===== src/hw/rtl/sia_pkg.sv =====
// shared types, opcodes and status codes for the signed integer alu
package sia_pkg;
    localparam int WordWidth = 32;
    localparam int ShiftLimit = 32;
    localparam int DivStages = WordWidth / 4;

    typedef enum logic [3:0] {
        OP_ADD = 4'd0, OP_SUB = 4'd1, OP_MUL = 4'd2, OP_DIV = 4'd3,
        OP_REM = 4'd4, OP_MOD = 4'd5, OP_AND = 4'd6, OP_OR = 4'd7,
        OP_XOR = 4'd8, OP_SHL = 4'd9, OP_SHR = 4'd10, OP_BIT = 4'd11,
        OP_ABS = 4'd12, OP_NEG = 4'd13, OP_NOT = 4'd14, OP_SIGN = 4'd15
    } t_op;

    typedef enum logic [1:0] {
        ST_OK = 2'd0, ST_DIVZERO = 2'd1, ST_OVERFLOW = 2'd2, ST_BADINDEX = 2'd3
    } t_status;

    typedef struct packed {
        logic [31:0] operand_a;
        logic [31:0] operand_b;
        logic [3:0]  action;
    } t_in_item;

    typedef struct packed {
        logic [31:0] result;
        logic [1:0]  status;
    } t_out_item;

    // per-stage context carried alongside the datapath
    typedef struct packed {
        t_op              op;
        logic signed [WordWidth:0] simple;   // one extra bit for overflow check
        t_status          st;
        logic             a_neg;
        logic             b_neg;
        logic [WordWidth-1:0] b_mag;
        logic [WordWidth-1:0] b_raw;
    } t_ctx;
endpackage


===== src/hw/rtl/sia_decode.sv =====
// first stage: operand sign extension and the operations that need neither divider nor multiplier
module sia_decode (
    input  logic                  i_clk,
    input  logic                  i_rst_n,
    input  logic                  i_en,
    input  logic                  i_valid,
    input  sia_pkg::t_in_item     i_item,
    output logic                  o_valid,
    output sia_pkg::t_ctx         o_ctx,
    output logic [sia_pkg::WordWidth-1:0] o_a_mag,
    output logic signed [sia_pkg::WordWidth-1:0] o_a,
    output logic signed [sia_pkg::WordWidth-1:0] o_b
);
    localparam int W = sia_pkg::WordWidth;
    localparam int SW = $clog2(sia_pkg::ShiftLimit + 1);

    logic signed [W-1:0] a, b;
    logic signed [W:0]   ax, bx, r;
    logic signed [W+1:0] amt;
    logic [SW-1:0]       sh;
    logic                right;
    sia_pkg::t_op        op;
    sia_pkg::t_status    st;
    sia_pkg::t_ctx       n_ctx;
    logic                r_valid;
    sia_pkg::t_ctx       r_ctx;
    logic [W-1:0]        r_a_mag;
    logic signed [W-1:0] r_a, r_b;

    always_comb begin
        a = i_item.operand_a[W-1:0];
        b = i_item.operand_b[W-1:0];
        ax = {a[W-1], a};
        bx = {b[W-1], b};
        op = sia_pkg::t_op'(i_item.action);
        amt = (op == sia_pkg::OP_SHR) ? -{bx[W], bx} : {bx[W], bx};
        right = amt[W+1];
        if (right) begin
            sh = ((-amt) > (W+2)'(sia_pkg::ShiftLimit)) ? SW'(sia_pkg::ShiftLimit)
                                                        : SW'(-amt);
        end else begin
            sh = (amt > (W+2)'(sia_pkg::ShiftLimit)) ? SW'(sia_pkg::ShiftLimit)
                                                     : SW'(amt);
        end
        st = sia_pkg::ST_OK;
        r = '0;
        case (op)
            sia_pkg::OP_ADD: r = ax + bx;
            sia_pkg::OP_SUB: r = ax - bx;
            sia_pkg::OP_AND: r = ax & bx;
            sia_pkg::OP_OR:  r = ax | bx;
            sia_pkg::OP_XOR: r = ax ^ bx;
            sia_pkg::OP_SHL, sia_pkg::OP_SHR: begin
                // left shift keeps one extra bit, any lost bit means overflow
                if (right) begin
                    r = ax >>> sh;
                end else if (sh >= SW'(W)) begin
                    r = (a == '0) ? '0 : {1'b0, 1'b1, {(W-1){1'b0}}};
                end else begin
                    r = ((ax <<< sh) >>> sh) == ax ? (ax <<< sh)
                        : {1'b0, 1'b1, {(W-1){1'b0}}};
                end
            end
            sia_pkg::OP_BIT: begin
                if (b[W-1]) begin
                    st = sia_pkg::ST_BADINDEX;
                end else if (b >= (W)'(W-1)) begin
                    r = {{W{1'b0}}, a[W-1]};
                end else begin
                    r = {{W{1'b0}}, a[b[$clog2(W)-1:0]]};
                end
            end
            sia_pkg::OP_ABS:  r = a[W-1] ? -ax : ax;
            sia_pkg::OP_NEG:  r = -ax;
            sia_pkg::OP_NOT:  r = ~ax;
            sia_pkg::OP_SIGN: r = (a == '0) ? '0 : (a[W-1] ? '1 : (W+1)'(1));
            sia_pkg::OP_DIV, sia_pkg::OP_REM, sia_pkg::OP_MOD:
                if (b == '0) st = sia_pkg::ST_DIVZERO;
            default: r = '0;
        endcase
        n_ctx.op = op;
        n_ctx.simple = r;
        n_ctx.st = st;
        n_ctx.a_neg = a[W-1];
        n_ctx.b_neg = b[W-1];
        n_ctx.b_mag = b[W-1] ? W'(-b) : W'(b);
        n_ctx.b_raw = b;
    end

    always_ff @(posedge i_clk) begin
        if (!i_rst_n) begin
            r_valid <= 1'b0;
        end else if (i_en) begin
            r_valid <= i_valid;
        end
        if (i_en) begin
            r_ctx <= n_ctx;
            r_a_mag <= a[W-1] ? W'(-a) : W'(a);
            r_a <= a;
            r_b <= b;
        end
    end

    assign o_valid = r_valid;
    assign o_ctx = r_ctx;
    assign o_a_mag = r_a_mag;
    assign o_a = r_a;
    assign o_b = r_b;
endmodule


===== config.mk =====
export PLATFORM = sky130hd
export DESIGN_NAME = sia_decode
export DESIGN_NICKNAME = d
export VERILOG_FILES = /design/src/hw/rtl/sia_pkg.sv /design/src/hw/rtl/sia_decode.sv
export SDC_FILE = /design/constraint.sdc
export NUM_CORES = 1
export LEC_CHECK = 0
export BUFFER_PORTS_ARGS = -buffer_cell sky130_fd_sc_hd__clkbuf_2
export CELL_PAD_IN_SITES_DETAIL_PLACEMENT = 0
export CELL_PAD_IN_SITES_GLOBAL_PLACEMENT = 2
export CORE_ASPECT_RATIO = 1.1
export CORE_MARGIN = 10
export CORE_UTILIZATION = 33
export CTS_BUF_LIST = sky130_fd_sc_hd__clkbuf_2
export DETAILED_ROUTE_END_ITERATION = 12
export HOLD_SLACK_MARGIN = 0.12
export PLACE_DENSITY_LB_ADDON = 0.1
export SYNTH_ARGS = -nofsm -noshare
export SYNTH_HDL_FRONTEND = slang
export SYNTH_SLANG_ARGS = --single-unit

===== constraint.sdc =====
create_clock -name i_clk -period 10.3 [get_ports i_clk]
set_input_delay 1.03 -clock i_clk [delete_from_list [all_inputs] [get_ports i_clk]]
set_output_delay 1.03 -clock i_clk [all_outputs]
set_load 0.02 [all_outputs]

# Yosys cells after proc, flatten, opt, wreduce, memory -nomap -nowiden

Index checks and enable logic that the tools add are counted.

Memory bits (read-only): 0
Register bits: 170
Input port bits: 72
Latch bits: 0
Memories kept: 0
Output and inout port bits: 202
Logic and storage cells: 73
RAM bits: 0

Eq/ne operators: 15
Add/subtract/negate cells: 7
Shifts and indexed selects: 4
Reduce and logical (&&, ||, !) cells: 5
Multiplexer cells: 21
Multipliers: 0
$lt $le $gt $ge: 5
Divide/modulo/power cells: 0
Bitwise gates (word level): 4

Operators by type and width:

| cell                                                 | count |
|---|---|
| case mux 33 bit (11 select lines)                    | 1 |
| 2-to-1 mux 33 bit                                    | 6 |
| > comparator 34 x 7 -> 1 bit, second input constant  | 2 |
| negator 34 bit                                       | 2 |
| logical NOT 32 bit                                   | 2 |
| negator 32 bit                                       | 2 |
| 2-to-1 mux 31 bit                                    | 2 |
| 2-to-1 mux 34 bit                                    | 1 |
| adder 32 x 32 -> 33 bit                              | 1 |
| == test 33 x 32 -> 1 bit                             | 1 |
| negator 32 -> 33 bit                                 | 1 |
| inverter 32 -> 33 bit                                | 1 |
| <<< shifter 32 x 6 -> 33 bit                         | 1 |
| <<< shifter 33 x 6 -> 33 bit                         | 1 |
| >>> shifter 32 x 6 -> 33 bit                         | 1 |
| >>> shifter 33 x 6 -> 33 bit                         | 1 |
| subtractor 32 x 32 -> 33 bit                         | 1 |
| bitwise AND 32 bit                                   | 1 |
| == test 4 bit, second input constant                 | 8 |
| >= comparator 32 x 6 -> 1 bit, second input constant | 1 |
| 2-to-1 mux 32 bit                                    | 1 |
| OR 32 bit                                            | 1 |
| XOR 32 bit                                           | 1 |
| 2-to-1 mux 6 bit                                     | 3 |
| other kinds (12)                                     | 18 |

# Depth between registers and ports, before layout

Word-level depth: 13
Mapped depth: 34
Depth with buffers taken out: 29

# Worst setup path after synthesis

OpenSTA, ideal clock, no wires.

Kind: input port to flip-flop
Start: input port i_item[5] (netlist bit)
End: register r_ctx (netlist bit o_ctx[98]), data pin
Slack: 1817 ps
Stages on the path: 29
Arrival: 8325 ps
Buffers on the path: 4
Setup time: 158 ps
Required time: 10142 ps
Cells stage by stage: buf_1 -> inv_1 -> ha_1 -> nor3b_4 -> nand4_2 -> or4_1 -> o311a_1 -> or4_4 -> or3_4 -> o221a_4 -> nor4_4 -> nand2_4 -> o41ai_4 -> o21ba_1 -> buf_4 -> mux2_2 -> mux2_2 -> a211o_1 -> buf_2 -> or4_1 -> a31oi_1 -> o211ai_1 -> nor4_1 -> and4_1 -> o2111ai_1 -> nor3_4 -> nand3_2 -> buf_2 -> o211ai_1

RTL lines:

| element              | RTL line         | text |
|---|---|---|
| from (decl)          | sia_decode.sv:7  | `input sia_pkg::t_in_item i_item,` |
| to (signal assigned) | sia_decode.sv:97 | `r_ctx <= n_ctx;` |
| to (decl)            | sia_decode.sv:26 | `sia_pkg::t_ctx r_ctx;` |

==> summary.txt <==
Run status
  • Run status: complete, no violations

Setup path
  • Crit path max fanout: 25
  • WP data arrival: 10410 ps
  • Worst path slowest cell: a22oi_1
  • Setup CP Type: input pin to flop
  • Max incr delay on CP: 550 ps
  • Worst EP required: 11230 ps
  • Top cell by count, worst path: buf_4
  • Crit path launch type: input pin
  • Crit. End Element: flop

Job
  • Max Cap Viol: 0

Clock network
  • CTS resizes: 0
  • Clock-pin slew on the worst setup and hold paths: 330 ps
  • CTS tree: built
  • Largest buffer count on any clock path: 2
  • CTS buffer count: 17
  • Skew-Pair Late Insertion Delay: 1040 ps
  • Clock Root Buffer: clkbuf_2
  • CTS sink cnt: 166
  • CTS H-tree lvls: 4

Routing
  • 1st-pass router iterations: 9
  • Metal3 WL: 14.7 mm
  • Drt total wl: 150 mm
  • Routed via count: 27000
  • M1 WL: 54.1 mm
  • Met2 wire length: 67.4 mm
  • Top sig layer: met5
  • Drt wl/cell: 37.5 µm
  • Initial drt markers: 3752
  • Vias per cell: 6.73
  • Routed Antenna Nets: 0
  • DRC: 0

Yosys
  • Cells after Synth: 2835
  • Synthesized area: 22000 µm²
  • Warnings, synthesis: 0
  • Top FF cell, synth: edfxtp_1
  • Flops & latches, synth: 166
  • Mapped Nets: 3011
  • Mapped Avg Cell Area: 7.75 µm²
  • Ys async rst share: 0
  • Register area share after synthesis: 0.226
  • Netlist cell types: 116
  • EDFF count, synth: 165

Global routing
  • First-pass GRT wire length: 207 mm
  • Pin count of the biggest net entering global routing: 59
  • GRT Residual Overflow: 0
  • Total track usage: 0.375
  • Number of global-route vias before repair: 26000
  • Antenna violations before repair: 11

Floorplan
  • Io pins: 274
  • Core Box Area: 66100 µm²
  • Row count: 99
  • Starting Density: 0.332
  • Die height: 291 µm
  • DIE AREA: 77300 µm²
  • Die Wd: 266 µm

Pwr
  • Pwr Density: 88.6 nW/µm²
  • Max VDD drop: 0.0675 mV
  • Leakage: 0.0102 µW
  • Total Power: 2280 µW

STA
  • Setup TNS: 0 ps
  • Worst slew margin relative to its limit: 0.198
  • Clock Skews: 0 ps
  • Final Hold Vio Count: 0
  • Final Cycle Share: 0.920
  • Max Slew Vio Count: 0
  • Unrepaired setup endpoints after global routing: no
  • Worst slew pin tran: 1190 ps
  • Tmin final: 9480 ps
  • Fmax: 105 MHz
  • Final setup viols: 0

Placed design
  • Placed insts: 3967
  • Post-DP HPWL: 117 mm
  • RD Place Congestion: 1.08
  • IO Port Bufs: 273
  • Placed instance area: 25400 µm²

Layout
  • Commonest non-fill, non-tap cell in the layout: nand2_1
  • Most frequent cells in the layout: nand2_1 (330), clkbuf_2 (290), buf_4 (268)
  • Synthesis-to-layout area growth: 16.9%
  • Layout cells sized above 1: 0.226
  • Fillers: 7042
  • Post-layout instance area: 25700 µm²
  • Fin cells: 4007
  • # nets final: 3307

Hold path
  • Hold Path Class: input pin to flop
[where the power goes]
part	total (µW)	internal (µW)	switching, µW	leakage, µW
Combinational	1020	311	713	0.00840
Sequential	858	822	35.9	0.00162
Clock	395	83.7	312	0.000150
Total	2280	1220	1060	0.0102
[per-layer routing]
metal | GRT usage | vias up
li1 | - | 11300
met1 | 0.433 | 13000
met2 | 0.600 | 2038
met3 | 0.0738 | 556
met4 | 0.295 | 10
met5 | 0.00450 | -
[flip-flops by register name, summed over array words and instances (netlist names)]
register / flops
o_ctx: 73
o_a: 30
o_b: 30
o_valid: 1
o_a_mag: 32
[through the flow]
stage | util | worst slack (ps) | hold WS (ps)
floorplan | - | 1820 | 589
global placement | 0.384 | 65.4 | 496
detailed placement | 0.384 | 71.0 | 525
CTS | 0.388 | 1200 | 156
global route | 0.389 | 545 | 205
finish | 0.389 | 821 | 294
[cell usage after synthesis, types with 19 or more instances]
library cell  number  area [µm²]
inv_1             73         274
nor2_1           254         953
buf_1             28         105
and2_1            23         144
clkbuf_1         165         619
nand4_1           39         244
or3_1             33         206
a21o_1            20         150
o31ai_1           33         248
buf_4             40         300
buf_2             38         190
nand3_1           85         425
o22ai_1           37         231
o21ai_0          138         691
a21oi_1          153         766
a22oi_1           26         195
a31oi_1           52         325
o21ai_1           19        95.1
o2111ai_1         20         175
nor4_1            32         200
edfxtp_1         165        4950
nand2_1          330        1240
ha_1             103        1290
nor3_1           125         626
o211ai_1          52         390
a211oi_1          64         480
mux2i_1           58         581
mux2_2            29         327
a221oi_1          43         377
xnor2_1          150        1310
o21a_1            22         165
[worst paths after layout]
check | cells after the start | startpoint | endpoint | slack, ps
worst max-delay path | 29 | i_item[0] | o_ctx[70] | 820
worst min-delay path | 1 | i_item[26] | o_b[22] | 290
worst max register to register | 3 | o_valid | o_valid | 9120
worst min register to register | 3 | o_valid | o_valid | 1110
[cell type report]
type | count | area (µm²) | share of cell area
Inverter | 85 | 319 | 0.0124
Timing Repair Buffer | 551 | 3550 | 0.138
Tap cell | 858 | 1070 | 0.0418
Clock inverter | 14 | 155 | 0.00604
Multi-Input combinational cell | 2310 | 15500 | 0.604
Clock buffer | 18 | 90.1 | 0.00350
Sequential cell | 166 | 4970 | 0.194
Antenna cell | 5 | 12.5 | 0.000487
[worst max-delay path, delay by kind of cell]
kind                      cells  cell delay [ps]
xor gates and xnor gates      2              740
buffers and inverters         7             1910
AOI/OAI and AO/OA            11             3520
and+or+nand+nor               9             3160
[repair_timing]
| action | CTS | global route |
|---|---|---|
| setup buffers | 0 | 0 |
| hold buffers | 3 | 0 |
| hold endpoints to repair | 2 | 0 |
[cell families (layout without fill, tap and decap cells)]
group | after synthesis | after routing | synth area share
compound gates | 892 | 892 | 0.288
other cells | 0 | 5 | 0
buf+inv | 359 | 668 | 0.0713
xor+xnor | 163 | 163 | 0.0649
fa+ha+maj | 104 | 104 | 0.0595
simple gates | 1046 | 1046 | 0.231
mux | 105 | 105 | 0.0580
flops | 166 | 166 | 0.226
No activity file was read; power rests on OpenSTA's default activity.
