### config.mk
export PLATFORM = sky130hd
export DESIGN_NAME = sia_finish
export DESIGN_NICKNAME = d
export VERILOG_FILES = /design/src/hw/rtl/sia_pkg.sv /design/src/hw/rtl/sia_finish.sv
export SDC_FILE = /design/constraint.sdc
export NUM_CORES = 1
export LEC_CHECK = 0
export ABC_CLOCK_PERIOD_IN_PS = 15200
export BUFFER_PORTS_ARGS = -buffer_cell sky130_fd_sc_hd__buf_2
export CAP_MARGIN = 20
export CORE_MARGIN = 5
export CORE_UTILIZATION = 33
export DETAILED_ROUTE_END_ITERATION = 16
export PLACE_DENSITY = 0.63
export SYNTH_ARGS = -nofsm -noshare
export SYNTH_HDL_FRONTEND = slang
export SYNTH_SLANG_ARGS = --single-unit
export TNS_END_PERCENT = 20
### constraint.sdc
create_clock -name i_clk -period 15.2 [get_ports i_clk]
set_input_delay 0.76 -clock i_clk [delete_from_list [all_inputs] [get_ports i_clk]]
set_output_delay 0.76 -clock i_clk [all_outputs]
set_load 0.005 [all_outputs]
### src/hw/rtl/sia_pkg.sv
// shared types, opcodes and status codes for the signed integer alu
package sia_pkg;
    localparam int WordWidth = 32;
    localparam int ShiftLimit = 32;
    localparam int DivStages = WordWidth / 4;

    typedef enum logic [3:0] {
        OP_ADD = 4'd0, OP_SUB = 4'd1, OP_MUL = 4'd2, OP_DIV = 4'd3,
        OP_REM = 4'd4, OP_MOD = 4'd5, OP_AND = 4'd6, OP_OR = 4'd7,
        OP_XOR = 4'd8, OP_SHL = 4'd9, OP_SHR = 4'd10, OP_BIT = 4'd11,
        OP_ABS = 4'd12, OP_NEG = 4'd13, OP_NOT = 4'd14, OP_SIGN = 4'd15
    } t_op;

    typedef enum logic [1:0] {
        ST_OK = 2'd0, ST_DIVZERO = 2'd1, ST_OVERFLOW = 2'd2, ST_BADINDEX = 2'd3
    } t_status;

    typedef struct packed {
        logic [31:0] operand_a;
        logic [31:0] operand_b;
        logic [3:0]  action;
    } t_in_item;

    typedef struct packed {
        logic [31:0] result;
        logic [1:0]  status;
    } t_out_item;

    // per-stage context carried alongside the datapath
    typedef struct packed {
        t_op              op;
        logic signed [WordWidth:0] simple;   // one extra bit for overflow check
        t_status          st;
        logic             a_neg;
        logic             b_neg;
        logic [WordWidth-1:0] b_mag;
        logic [WordWidth-1:0] b_raw;
    } t_ctx;
endpackage

### src/hw/rtl/sia_finish.sv
// last stage: sign fix of quotient and remainder, result select, range check
module sia_finish (
    input  logic                  i_clk,
    input  logic                  i_rst_n,
    input  logic                  i_en,
    input  logic                  i_valid,
    input  sia_pkg::t_ctx         i_ctx,
    input  logic [sia_pkg::WordWidth-1:0] i_quo,
    input  logic [sia_pkg::WordWidth-1:0] i_rem,
    input  logic signed [2*sia_pkg::WordWidth-1:0] i_prod,
    output logic                  o_valid,
    output sia_pkg::t_out_item    o_item
);
    localparam int W = sia_pkg::WordWidth;

    logic signed [2*W-1:0] wide;
    logic signed [W:0]     q, rm, rmod;
    sia_pkg::t_status      st;
    sia_pkg::t_out_item    n_item;
    logic                  r_valid;
    sia_pkg::t_out_item    r_item;

    always_comb begin
        q  = (i_ctx.a_neg ^ i_ctx.b_neg) ? -{1'b0, i_quo} : {1'b0, i_quo};
        rm = i_ctx.a_neg ? -{1'b0, i_rem} : {1'b0, i_rem};
        // floor mod: nonzero remainder with sign unlike divisor gets divisor added
        rmod = (rm != '0 && (rm[W] != i_ctx.b_neg))
             ? rm + {i_ctx.b_raw[W-1], i_ctx.b_raw} : rm;
        case (i_ctx.op)
            sia_pkg::OP_MUL: wide = i_prod;
            sia_pkg::OP_DIV: wide = (2*W)'(q);
            sia_pkg::OP_REM: wide = (2*W)'(rm);
            sia_pkg::OP_MOD: wide = (2*W)'(rmod);
            default:         wide = (2*W)'(i_ctx.simple);
        endcase
        st = i_ctx.st;
        if (st == sia_pkg::ST_OK && wide != (2*W)'(signed'(wide[W-1:0]))) begin
            st = sia_pkg::ST_OVERFLOW;
        end
        n_item.status = st;
        n_item.result = (st == sia_pkg::ST_OK) ? 32'(signed'(wide[W-1:0])) : '0;
    end

    always_ff @(posedge i_clk) begin
        if (!i_rst_n) begin
            r_valid <= 1'b0;
        end else if (i_en) begin
            r_valid <= i_valid;
        end
        if (i_en) begin
            r_item <= n_item;
        end
    end

    assign o_valid = r_valid;
    assign o_item = r_item;
endmodule

* After elaboration in Yosys (flattened, before gate mapping)
Cells that the tools add are included.
Storage, ports and cells: register bits 35, output and inout port bits 35
Operators by class: $add $sub $neg 3, eq/ne operators 6, mux-type cells 5, bitwise gates (word level) 1, reduce and logical (&&, ||, !) cells 5
Operators with widths (number):
- $pmux W64 S4 | 1
- $mux W33 | 3
- $neg A32 Y33 | 2
- $add A33 B33 Y33 | 1
- $reduce_bool A33 Y1 | 1
- $ne A32 B1 Y1 | 1
- $eq A4 B2 Y1 const B | 2
- $eq A4 B3 Y1 const B | 2
- $logic_not A2 Y1 | 2
- $logic_and A1 B1 Y1 | 2
- $mux W2 | 1
- $ne A1 B1 Y1 | 1
- $xor A1 B1 Y1 | 1

* Logic depth before layout (Yosys ltp)
Gate-level depths: netlist of the first run.
depth after elaboration 10, mapped depth 21, depth with buffers taken out 17

* Worst setup path after synthesis of the first run
OpenSTA, ideal clock, no wires.
path type input to register, start input i_rem[5] (netlist bit), end register r_item, in the netlist o_item[10] (data pin), arrival 5.487 ns, required time 14.938 ns, path slack 9.451 ns, cell stages on the path 20, path buffers 4, cells stage by stage or4_1 -> buf_2 -> or3_1 -> clkbuf_1 -> or2_2 -> o21ai_0 -> xnor2_1 -> ha_1 -> clkbuf_1 -> nand4_1 -> or4_1 -> a211o_1 -> a21oi_1 -> o31ai_1 -> mux2_2 -> o211a_1 -> a311o_1 -> o221ai_2 -> buf_4 -> nor3_1
On the way: cells in the longest elaborated chain, start to end 10
RTL lines:
- from (decl) | line sia_finish.sv:9 | input logic [sia_pkg::WordWidth-1:0] i_rem,
- $neg A32 Y33 | line sia_finish.sv:25 | rm = i_ctx.a_neg ? -{1'b0, i_rem} : {1'b0, i_rem};
- $mux W33 (*) | line sia_finish.sv:25
- parallel branches: the longest is 3 deep, another holds $add A33 B33 Y33
- $pmux W64 S4 (*) | line sia_finish.sv:29 | case (i_ctx.op)
- $ne A32 B1 Y1 | line sia_finish.sv:37 | if (st == sia_pkg::ST_OK && wide != (2*W)'(signed'(wide[W-1:0]))) begin
- $logic_and A1 B1 Y1 | line sia_finish.sv:37
- $mux W2 | line sia_finish.sv:37
- $logic_not A2 Y1 | line sia_finish.sv:41 | n_item.result = (st == sia_pkg::ST_OK) ? 32'(signed'(wide[W-1:0])) : '0;
- to (signal assigned) | line sia_finish.sv:51 | r_item <= n_item;
- to (decl) | line sia_finish.sv:21 | sia_pkg::t_out_item r_item;
Mark *: on every way between the ends. A chain may end at the register's enable or synchronous reset.

* Worst setup path after layout of the first run
start input i_rem[5] (netlist bit), end register r_item, in the netlist o_item[31] (data pin)
Same word-level chain as after synthesis.

==> results of run 1 <==
## Yosys cell counts (21+ instances only)
cell type  count
nand3_1       21
inv_1         24
a221oi_1      28
nor2_1        81
nand2_1       57
ha_1          34
nor4_1        21
xnor2_1       60
nor3_1        36
xor2_1        30
clkbuf_1      43
o21ai_0       57
a21oi_1       90
edfxtp_1      34
## final cells by class
type                            count  area [um^2]  share of cell area, %
Inverter                           24        90.09                  1.196
Sequential cell                    35         1041                  13.82
Timing Repair Buffer              246         1269                  16.84
Tap cell                          229        286.5                  3.804
Clock buffer                        8        156.4                  2.076
Antenna cell                        1        2.502                0.03322
Multi-Input combinational cell    713         4687                  62.23
## layer usage
layer / global-route usage, % / wire length, um
met5: 0 / 0
met4: 5.650 / 640
met3: 3.305 / 2093
met2: 36.97 / 11460
met1: 31.16 / 10980
## per-stage QoR
| step | setup slack, ps | instances | instance area [um^2] |
|---|---|---|---|
| final | 8574 | 1256 | 7532 |
| after global routing | 8333 | 1255 | 7530 |
| after CTS | 8651 | 1254 | 7502 |
| after detailed placement | 8385 | 1246 | 7346 |
| after global placement | 8423 | 1246 | 7346 |
| after floorplan | 9451 | 822 | 6012 |
## sequential cells by signal, summed over array words and instances, names as in the netlist
signal and count:
o_valid 1, o_item 34
## tightest hold or removal path, stage by stage, from the launching register on
cell and delay (ps):
dfxtp_1 330, mux2i_1 70, nor2b_1 90
## worst min-delay path by stage
| stage | startpoint | endpoint | slack, ps | depth (start not counted) |
|---|---|---|---|---|
| 2_1_floorplan | o_valid | o_valid | 510 | 2 |
| 3_3_place_gp | o_valid | o_valid | 510 | 2 |
| 3_5_place_dp | o_valid | o_valid | 520 | 2 |
| 4_1_cts | o_valid | o_valid | 540 | 2 |
| 5_1_grt | o_valid | o_valid | 580 | 2 |
| 6_report | o_valid | o_valid | 530 | 2 |
## report_power, final
part	total [W]	internal (W)	switching (W)
registers	0.000116	0.000114	0.00000214
clock network	0.000106	0.0000697	0.0000368
logic	0.000262	0.000107	0.000155
## kinds of logic (layout without fill, tap and decap cells)
group                    count (synthesis)  after routing
AND/OR/NAND/NOR                        307            307
AO/OA/AOI/OAI                          277            277
XOR/XNOR                                90             90
buffers and inverters                   74            278
adder cells (fa/ha/maj)                 35             35
flip-flops                              35             35
multiplexers                             4              4
other                                    0              1
==> results.toml, run 1 <==
[pwr]
power_density_nw_per_um2 = 64.37
irDropWorstVdd_v = 0.00009110
p_total_w = 0.0004849
power_leakage_nw = 3.053

[sta]
worst_pin_slew_ps = 955.7
holdWs_ps = 525.7
hold_violations = 0
setup_tns_ps = 0
timing.slew.headroom_pct = 35.70
rsz0062_at_grt = "false"
slew_violations = 0
setup_viol = 0
fin_crit_sh_pct = 43.59
timing.fmax_mhz = 150.9
period_minus_slack_ps = 6626
skew_ps = 0

[clocking]
ctsResizeCount = 0
hold_buffers = 0
numCtsBuffers = 5
cts.sinks = 35
cts_setup_buffers = 0
path_clk_slew_ps = 50
cts_tree = "built"
cts_buffer_depth = 2
cts_root_buffer = "clkbuf_16"
htreeDepth = 2
clock_latency_ps = 280

[placed_design]
dp_hpwl_mm = 20.89
port_buffers = 239
place.gp.congestion = 0.9368

[global_route]
gr-total-overflow = 0
grt_pass1_vias = 6997
grt_pass1_wl_mm = 38.73
antenna_found_initial = 0
grt_max_degree = 50
grt.total_usage_pct = 22.54

[route]
ant_nets = 0
routed_via_density = 5.855
vias = 7354
drtIter0Drc = 720
route.detailed.drc = 0
routed_wl_mm = 25.18
wl_per_cell_um = 20.05
drt-pass1-iter-count = 7

[logic_synthesis]
synth_top_family_by_area = "compound AO/OA/AOI/OAI gates"
synth_edf_count = 34
synth_fp_nets = 1094
synth-main-ff-cell = "edfxtp_1"
syn_avg_cell_area_um2 = 7.314
yosys_warnings = 0
synth.top_cell.area_share_pct = 16.98
yosysTopAreaCell = "edfxtp_1"
synthAdderAreaFrac_pct = 7.409
yosysSeqAreaShare_pct = 17.32
synth_cell_type_count = 69
syn_area_um2 = 6012
muxShareOfSynthArea_pct = 0.6868
ys_async_sr_fraction_pct = 0
synth_compound_area_share_pct = 30.55
synthXorXnorAreaFrac_pct = 13.11
synthSimpleGateAreaFrac_pct = 26.06
netlist_instances = 822
ys_seq_elements = 35
synthTopCellsByArea = "edfxtp_1 (17%), xnor2_1 (8.7%), a21oi_1 (7.5%)"

[floorplanning]
coreArea_um2 = 17960
die_w_um = 145.0
io-pin-count = 272
die_h_um = 145.0
num_rows = 49
dieArea_um2 = 21020
initial_core_util_pct = 33.47

[layout]
final_cell_mix = "buf_2 (239), a21oi_1 (89), nor2_1 (81), xnor2_1 (60)"
fill_cells = 1906
post-route-util_pct = 41.93
area_growth_pct = 25.29
drive_gt1_share_pct = 26.61
final_common_cell = "buf_2"
fin_nets = 1297

[worst_hold_path]
min_path_type = "reg -> reg"

[setup_path]
worst_setup_path_end_kind = "flip-flop"
worst-setup-path-type = "in -> reg"
startpoint = "i_rem[5]"
required_ps = 15210
worst-path-buf-inv = 2
ff2ff_setup_slack_ps = 14600
ff2ff_path_depth = 2
path_max_fanout = 27
worstReg2RegEnd = "o_valid"
critPathTopFamily = "compound AO/OA/AOI/OAI gates"
cp.depth = 18
start_kind = "primary input"
worst_path_largest_cell_delay_ps = 680
crit-reg2reg-launch = "o_valid"
crit_slowest_cell = "or4_1"
crit_end = "o_item[31]"
crit_chain = "buf_2 -> or4_1 -> or3_1 -> or2_2 -> o31ai_1 -> xnor2_1 -> ha_1 -> a21oi_1 -> o21ai_0 -> a21oi_1 -> o211ai_1 -> o31ai_1 -> mux2_2 -> o211a_1 -> a311o_1 -> o221ai_2 -> buf_4 -> nor3_1"
crit_arrival_ps = 6640

[flow_run]
drv_cap = 0

[outcome]
status = "completed"
(Power assumes the default switching activity.)
==> run 2: changes to the inputs <==
--- a/config.mk
+++ b/config.mk
@@ -5,7 +5,8 @@
 export SDC_FILE = /design/constraint.sdc
 export NUM_CORES = 1
 export LEC_CHECK = 0
-export ABC_CLOCK_PERIOD_IN_PS = 15200
+export ABC_AREA = 1
+export ABC_CLOCK_PERIOD_IN_PS = 5500
 export BUFFER_PORTS_ARGS = -buffer_cell sky130_fd_sc_hd__buf_2
 export CAP_MARGIN = 20
 export CORE_MARGIN = 5
==> constraint.sdc (replaced) <==
create_clock -name i_clk -period 5.5 [get_ports i_clk]
set_input_delay 0.275 -clock i_clk [delete_from_list [all_inputs] [get_ports i_clk]]
set_output_delay 0.275 -clock i_clk [all_outputs]
set_load 0.005 [all_outputs]
==> results.toml, run 2 <==
[clocking]
cts_tree = "built"
cts_setup_buffers = 0
cts_root_buffer = "clkbuf_16"
hold_buffers = 0
ctsResizeCount = 0
cts_buffer_depth = 2
htreeDepth = 2
clock_latency_ps = 270
cts.sinks = 35
path_clk_slew_ps = 60
numCtsBuffers = 5

[global_route]
grt.total_usage_pct = 22.84
grt_max_degree = 41
gr-total-overflow = 0
grt_pass1_vias = 8125
grt_pass1_wl_mm = 43.13
antenna_found_initial = 8

[logic_synthesis]
yosysTopAreaCell = "nand2_1"
yosys_warnings = 0
synth.top_cell.area_share_pct = 16.93
yosysMostFrequentCell = "nand2_1"
yosysSeqAreaShare_pct = 15.45
ys_async_sr_fraction_pct = 0
synth-main-ff-cell = "edfxtp_1"
syn_avg_cell_area_um2 = 5.785
synth_cell_type_count = 52
netlist_instances = 1165
synthTopCellsByArea = "nand2_1 (17%), edfxtp_1 (15%), nor2_1 (8.5%)"
syn_area_um2 = 6739
synth_edf_count = 34
synth_commonest_cells = "nand2_1 (304), nor2_1 (153), inv_1 (122)"
ys_seq_elements = 35
synth_fp_nets = 1437

[sta]
period_minus_slack_ps = 4178
fin_crit_sh_pct = 75.97
rsz0062_at_grt = "false"
hold_violations = 0
setup_viol = 0
timing.slew.headroom_pct = 40.64
slew_violations = 0
worst_pin_slew_ps = 890.5
timing.fmax_mhz = 239.3
skew_ps = 0
setup_tns_ps = 0

[pwr]
switching_power_w = 0.0005333
p_clk_share_pct = 21.7
netSwitchingFraction_pct = 42.23
internal_power_w = 0.0007294
seq_power_share_pct = 25.4
combinationalPowerShare_pct = 52.9
power_leakage_nw = 3.965
irDropWorstVdd_v = 0.0001076
power_density_nw_per_um2 = 151.5

[placed_design]
place.gp.congestion = 0.9570
placed_area_um2 = 8189
port_buffers = 239
dp_hpwl_mm = 23.65

[floorplanning]
dieArea_um2 = 23380
die_h_um = 152.9
coreArea_um2 = 20170
num_rows = 52
die_w_um = 152.9
initial_core_util_pct = 33.41
io-pin-count = 272

[setup_path]
crit-reg2reg-launch = "o_valid"
worst-setup-path-type = "in -> reg"
crit_slowest_cell = "nand3_4"
worst-path-buf-inv = 3
crit_arrival_ps = 4300
crit_end = "o_item[3]"
critPathTopFamily = "simple AND/OR/NAND/NOR gates"
startpoint = "i_rem[0]"
required_ps = 5620
path_max_fanout = 32
crit_path_frequent_cell = "nand2_1"
worstReg2RegEnd = "o_valid"
ff2ff_path_depth = 2
ff2ff_setup_slack_ps = 4830
worst_setup_path_end_kind = "flip-flop"
worst_path_largest_cell_delay_ps = 390
start_kind = "primary input"
cp.depth = 28

[worst_hold_path]
hp-start = "i_ctx[66]"
min_path_type = "in -> reg"

[route]
wl_per_cell_um = 16.98
drtIter0Drc = 621
route.detailed.drc = 0
ant_nets = 0
vias = 8660
routed_wl_mm = 28.16
routed_via_density = 5.220
drt-pass1-iter-count = 5

[layout]
largest_register_ffs = 34
drive_gt1_share_pct = 21.95
final_common_cell = "nand2_1"
post-route-util_pct = 41.33
final_cell_mix = "nand2_1 (304), buf_2 (239), nor2_1 (153), inv_1 (122), a21oi_1 (90)"
finalInstanceArea_um2 = 8335
area_growth_pct = 23.69
fill_cells = 2293
fin_nets = 1656
regArea_um2 = 1041
multiInputGateArea_um2 = 5062

[outcome]
status = "completed"

[flow_run]
drv_cap = 0
## run 2: kinds of logic (layout without fill, tap and decap cells)
kind of cell    after synthesis  in the layout  share of synthesized area [%]
simple gates                647            647                          42.46
other cells                   0              4                              0
buf+inv                     164            384                          9.692
compound gates              253            253                          21.76
xor+xnor                     31             31                          4.029
fa+ha+maj                    35             35                          6.610
flops                        35             35                          15.45
## run 2: stage by stage
step	hold slack (ps)	cells	power, W	worst slack, ps
after floorplan	368.5	1165	0.0007470	2117
after global placement	468.8	1647	0.0009829	1136
after detailed placement	471.2	1647	0.0009858	1078
after CTS	181.4	1655	0.001264	1349
after global routing	192.3	1659	0.001362	884.0
final	192.6	1659	0.001263	1322
## run 2: worst min path at each step
stage	to	slack (ps)	depth (start not counted)
detailed placement	o_item[0]	470	1
finish	o_item[0]	190	1
floorplan	o_valid	370	1
global placement	o_item[0]	470	1
CTS	o_item[0]	180	1
global route	o_item[0]	190	1
## run 2: power by group through the flow
stage | combinational, W | clock, W | sequential [W]
detailed placement | 0.000660 | 0 | 0.000326
finish | 0.000668 | 0.000274 | 0.000321
CTS | 0.000663 | 0.000281 | 0.000321
global route | 0.000747 | 0.000293 | 0.000322
floorplan | 0.000417 | 0 | 0.000330
global placement | 0.000657 | 0 | 0.000326
## run 2: cell type report
| type | count | area share (%) |
|---|---|---|
| Multi-Input combinational cell | 966 | 60.73 |
| Timing Repair Buffer | 249 | 15.25 |
| Sequential cell | 35 | 12.49 |
| Inverter | 127 | 5.719 |
| Tap cell | 270 | 4.053 |
| Clock buffer | 6 | 1.546 |
| Antenna cell | 4 | 0.1201 |
| Clock inverter | 2 | 0.09006 |
## run 2: per-layer routing
layer,wire length [um],GRT usage [%],up-vias
li1,-,-,4406
met1,12640,31.66,3856
met2,12740,37.53,351
met3,2133,2.912,39
met4,603,6.194,8
met5,50,0,-
